`config.mk`:
```
export PLATFORM = sky130hd
export DESIGN_NAME = bpa_front
export DESIGN_NICKNAME = d
export VERILOG_FILES = /design/src/design/bpa_pkg.sv /design/src/design/bpa_front.sv
export SDC_FILE = /design/constraint.sdc
export NUM_CORES = 1
export LEC_CHECK = 0
export BUFFER_PORTS_ARGS = -buffer_cell sky130_fd_sc_hd__clkbuf_2
export CAP_MARGIN = 20
export CORE_MARGIN = 2
export CORE_UTILIZATION = 50
export CTS_CLUSTER_SIZE = 20
export DETAILED_ROUTE_END_ITERATION = 8
export HOLD_SLACK_MARGIN = 0.03
export PLACE_DENSITY = 0.78
export SKIP_CTS_REPAIR_TIMING = 1
export SYNTH_ARGS = -nofsm -noshare
export SYNTH_HDL_FRONTEND = slang
export SYNTH_SLANG_ARGS = --single-unit
```
`constraint.sdc`:
```
create_clock -name clock -period 3.05 [get_ports clock]
set_input_delay 0.915 -clock clock [delete_from_list [all_inputs] [get_ports clock]]
set_output_delay 0.915 -clock clock [all_outputs]
set_load 0.01 [all_outputs]
```
`src/design/bpa_pkg.sv`:
```
// Shared types and codes for the buddy page allocator.
`timescale 1ns / 1ps
package bpa_pkg;

   localparam logic [1:0] FUNC_ALLOC = 2'd0;
   localparam logic [1:0] FUNC_FREE  = 2'd1;
   localparam logic [1:0] FUNC_INIT  = 2'd2;

   localparam logic [1:0] STATUS_OK       = 2'd0;
   localparam logic [1:0] STATUS_BAD_ORD  = 2'd1;
   localparam logic [1:0] STATUS_NO_MEM   = 2'd2;
   localparam logic [1:0] STATUS_BAD_ADDR = 2'd3;

   typedef enum logic [2:0] {
      OP_ALLOC,
      OP_FREE,
      OP_INIT,
      OP_NOP,
      OP_BAD_ORDER,
      OP_BAD_ADDR
   } bpa_op_type;

   typedef struct packed {
      bpa_op_type  op;
      logic [3:0]  order;
      logic [10:0] page;
   } bpa_cmd_type;

   typedef enum logic [3:0] {
      ST_INIT,
      ST_IDLE,
      ST_SEARCH,
      ST_POP,
      ST_SPLIT,
      ST_PUSH,
      ST_CHECK,
      ST_SCAN,
      ST_CMP,
      ST_SHRD,
      ST_SHWR,
      ST_DONE
   } bpa_state_type;

endpackage

```
`src/design/bpa_front.sv`:
```
// Request decode and command queue ahead of the allocator engine.
`timescale 1ns / 1ps
module bpa_front import bpa_pkg::*; #(
   parameter int TOP_ORDER  = 10,
   parameter int MIN_ORDER  = 0,
   parameter int POOL_PAGES = 1024,
   parameter int SW         = 11
) (
   input  logic              clock,
   input  logic              reset,
   input  logic              req_tvalid,
   output logic              req_tready,
   input  logic [15:0]       req_tdata,
   input  logic [1:0]        req_tuser,
   input  logic [SW-1:0]     pool,
   output logic              cmd_valid,
   input  logic              cmd_ready,
   output bpa_cmd_type       cmd
);

   bpa_cmd_type q_ff [2];
   bpa_cmd_type q_in [2];
   logic        wp_ff, wp_in, rp_ff, rp_in;
   logic [1:0]  n_ff, n_in;
   bpa_cmd_type dec;
   logic        push, pop;

   always_comb begin
      dec.order = req_tdata[3:0];
      dec.page  = req_tdata[14:4];
      if (req_tuser == FUNC_INIT) begin
         dec.op = OP_INIT;
      end else if (req_tuser != FUNC_ALLOC && req_tuser != FUNC_FREE) begin
         dec.op = OP_NOP;
      end else if (int'(dec.order) < MIN_ORDER || int'(dec.order) > TOP_ORDER) begin
         dec.op = OP_BAD_ORDER;
      end else if (req_tuser == FUNC_ALLOC) begin
         dec.op = OP_ALLOC;
      end else if (SW'(dec.page) >= pool) begin
         dec.op = OP_BAD_ADDR;
      end else begin
         dec.op = OP_FREE;
      end
   end

   assign req_tready = (n_ff != 2'd2);
   assign cmd_valid  = (n_ff != 2'd0);
   assign cmd        = q_ff[rp_ff];
   assign push       = req_tvalid && req_tready;
   assign pop        = cmd_valid && cmd_ready;

   always_comb begin
      q_in     = q_ff;
      wp_in    = wp_ff;
      rp_in    = rp_ff;
      n_in     = n_ff;
      if (push) begin
         q_in[wp_ff] = dec;
         wp_in       = ~wp_ff;
      end
      if (pop) begin
         rp_in = ~rp_ff;
      end
      if (push && !pop) begin
         n_in = n_ff + 2'd1;
      end else if (pop && !push) begin
         n_in = n_ff - 2'd1;
      end
   end

   always_ff @(posedge clock) begin
      q_ff <= q_in;
      if (reset) begin
         wp_ff <= 1'b0;
         rp_ff <= 1'b0;
         n_ff  <= 2'd0;
      end else begin
         wp_ff <= wp_in;
         rp_ff <= rp_in;
         n_ff  <= n_in;
      end
   end

endmodule

```
==> flow_metrics.tcl <==
set metrics [dict create \
    clk_path_buf_depth 2 \
    drive_gt1_share_pct 43.8 \
    grt_max_degree 19 \
    portBuffers 51 \
    first_iter_violations 35 \
    wl_microns 2950 \
    power_density_nw_per_um2 669 \
    worstSetupPathType "reg2out" \
    cp_data_required_time_ns 2.13 \
    die_height_microns 64.0 \
    skew_ns 0.00597 \
    diodes 0 \
    viasPerCell 4.99 \
    slew_headroom_pct 43.5 \
    rr_startpoint "n_ff[0]" \
    fill_cells 269 \
    whs_ns 0.506 \
    register_area_sq_um 1160 \
    drtPass1Iterations 4 \
    syn_inst 121 \
    reg2reg_depth 2 \
    wire_per_inst_microns 13.2 \
    ys_seq_area_share_pct 64.5 \
    clk_latency_ns 0.34 \
    fin_nets 223 \
    syn_area_per_cell_sq_um 14.9 \
    clkSinkCount 40 \
    yosys_warnings 0 \
    r2r_setup_slack_ns 1.39 \
    hold_end "n_ff[1]" \
    syn_to_final_growth_pct 19.8 \
    leakage_nw 0.943 \
    cts_tree "yes" \
    tns_ns 0 \
    drc_errors 0 \
    vias 1117 \
    io_pins 53 \
    synthArstFlopShare_pct 0 \
    grt_pass1_wl_microns 4740 \
    antenna_found_initial 0 \
    synth_edf_count 36 \
    grt_pass1_vias 1076 \
    ys.flop_type "edfxtp_1" \
    rows 21 \
    rsz0062_at_grt "no" \
    multi_input_comb_area_sq_um 577 \
    netlist_area_sq_um 1800 \
    min_path_type "reg2reg" \
    final_hold_viol_count 0 \
    holdPathStages 2 \
    hpwl_microns 2190 \
    die_x_microns 64.0 \
    worst_pin_slew_ns 0.848 \
    max_cap_violations 0 \
    cts-buffers-inserted 5 \
    synth_top_area_share_pct 60.0 \
    overflow 0 \
    core-area_sq_um 3390 \
    synth.area.top_cells "edfxtp_1 60%, mux2_2 11%, ha_1 8.3%, dfxtp_1 4.4%, inv_1 2.5%" \
    drtAntennaViolNets 0 \
    vdd_drop_max_mv 0.438 \
    hp-start "n_ff[1]" \
    end_kind "output pin" \
    rr_endpoint "q_ff[3]" \
    ys_ff_latch 40 \
    gp_congestion 0.701 \
    finalSetupViolCount 0 \
    synth_top_area_cell "edfxtp_1" \
    synthDistinctLibCells 26 \
    initial_core_util_pct 53.1 \
    worst_ep_arrival_time_ns 1.69 \
    cts-root-buf "clkbuf_4" \
    status "complete, no violations" \
    critPathLaunchType "register" \
    dieArea_sq_um 4100 \
    clkTransAtPathRegs_ns 0.11 \
    htree_levels 2 \
    synth_nets 166 \
    max_freq_mhz 385 \
    gr-usage-all-layers_pct 15.7 \
    drv_slew 0 \
    fin_crit_sh_pct 85.3 \
    finalWorstPathRequiredPeriod_ns 2.60 \
    cp_max_fo 11 \
]
-- stage by stage --
stage / cell area (sq um) / setup WS, ns / utilization [%] / power [W] / std cells
floorplan: 1800 / 0.877 / - / 0.00106 / 121
global placement: 2110 / 0.786 / 62.3 / 0.00121 / 217
detailed placement: 2110 / 0.767 / 62.3 / 0.00122 / 217
CTS: 2160 / 0.392 / 63.6 / 0.00147 / 224
global route: 2160 / 0.330 / 63.6 / 0.00153 / 224
finish: 2160 / 0.449 / 63.6 / 0.00144 / 224
-- placed cells by master (no fill, tap or decap), drive strengths merged --
master,n
clkbuf,57
edfxtp,36
mux2,18
inv,12
ha,12
a21oi,5
xor2,4
dfxtp,4
nor2,4
nand2,3
a21o,3
nand2b,2
nand4,2
o21ai,2
nand3b,2
buf,2
or2,1
or3b,1
and2,1
and3,1
nor3b,1
a31oi,1
o21a,1
o211ai,1
or3,1
clkinv,1
-- logic make-up after synthesis --
logic type / after synthesis / share of synthesized area [%]
xor+xnor: 4 / 1.95
buf+inv: 15 / 3.61
simple gates: 19 / 5.98
flops: 40 / 64.5
fa+ha+maj: 12 / 8.34
compound gates: 13 / 4.38
mux: 18 / 11.3
-- worst max path at each step --
| stage | start | endpoint | slack (ns) | depth (start not counted) |
|---|---|---|---|---|
| floorplan | req_tvalid | q_ff[18] | 0.88 | 2 |
| global placement | req_tdata[6] | q_ff[17] | 0.79 | 6 |
| detailed placement | req_tdata[4] | q_ff[17] | 0.77 | 7 |
| CTS | rp_ff | cmd[14] | 0.39 | 3 |
| global route | rp_ff | cmd[15] | 0.33 | 3 |
| finish | rp_ff | cmd[14] | 0.45 | 3 |
-- sequential cells by signal, indices dropped and copies added, names as in the netlist --
name   flops
rp_ff      1
wp_ff      1
q_ff      36
n_ff       2
-- routing by layer --
layer	up-vias	routed length, microns	global-route usage (%)
met2	30	1540	27.6
met4	0	70	6.79
li1	556	-	-
met1	524	1200	17.1
met3	7	138	5.28
met5	-	0	0
-- power breakdown --
group	leakage (nW)	switching, W	internal (W)
logic	0.545	0.000231	0.000223
registers	0.370	0.0000435	0.000704
clock network	0.0281	0.000156	0.0000850
-- cells in the mapped netlist, types with 2 or more instances --
| master | n |
|---|---|
| edfxtp_1 | 36 |
| nand2_1 | 3 |
| nand4_1 | 2 |
| a21oi_1 | 5 |
| dfxtp_1 | 4 |
| nand3b_1 | 2 |
| xor2_1 | 4 |
| inv_1 | 12 |
| ha_1 | 12 |
| mux2_2 | 18 |
| nor2_1 | 4 |
| a21o_1 | 3 |
| o21ai_0 | 2 |
| nand2b_1 | 2 |
-- worst max-delay path, cell delays in order, from the launching register on --
cell	delay, ns
dfxtp_1	0.58
buf_4	0.28
mux2_2	0.36
clkbuf_2	0.13
-- final cells by class --
class                      instances  area share (%)
clock buffer                       6            1.91
tap                               46            2.67
timing repair buffer              53            12.5
inverter                          12            2.09
multi-input combinational         66            26.7
clock inverter                     1           0.232
sequential                        40            53.8
Power figures use the tool's default switching activity.
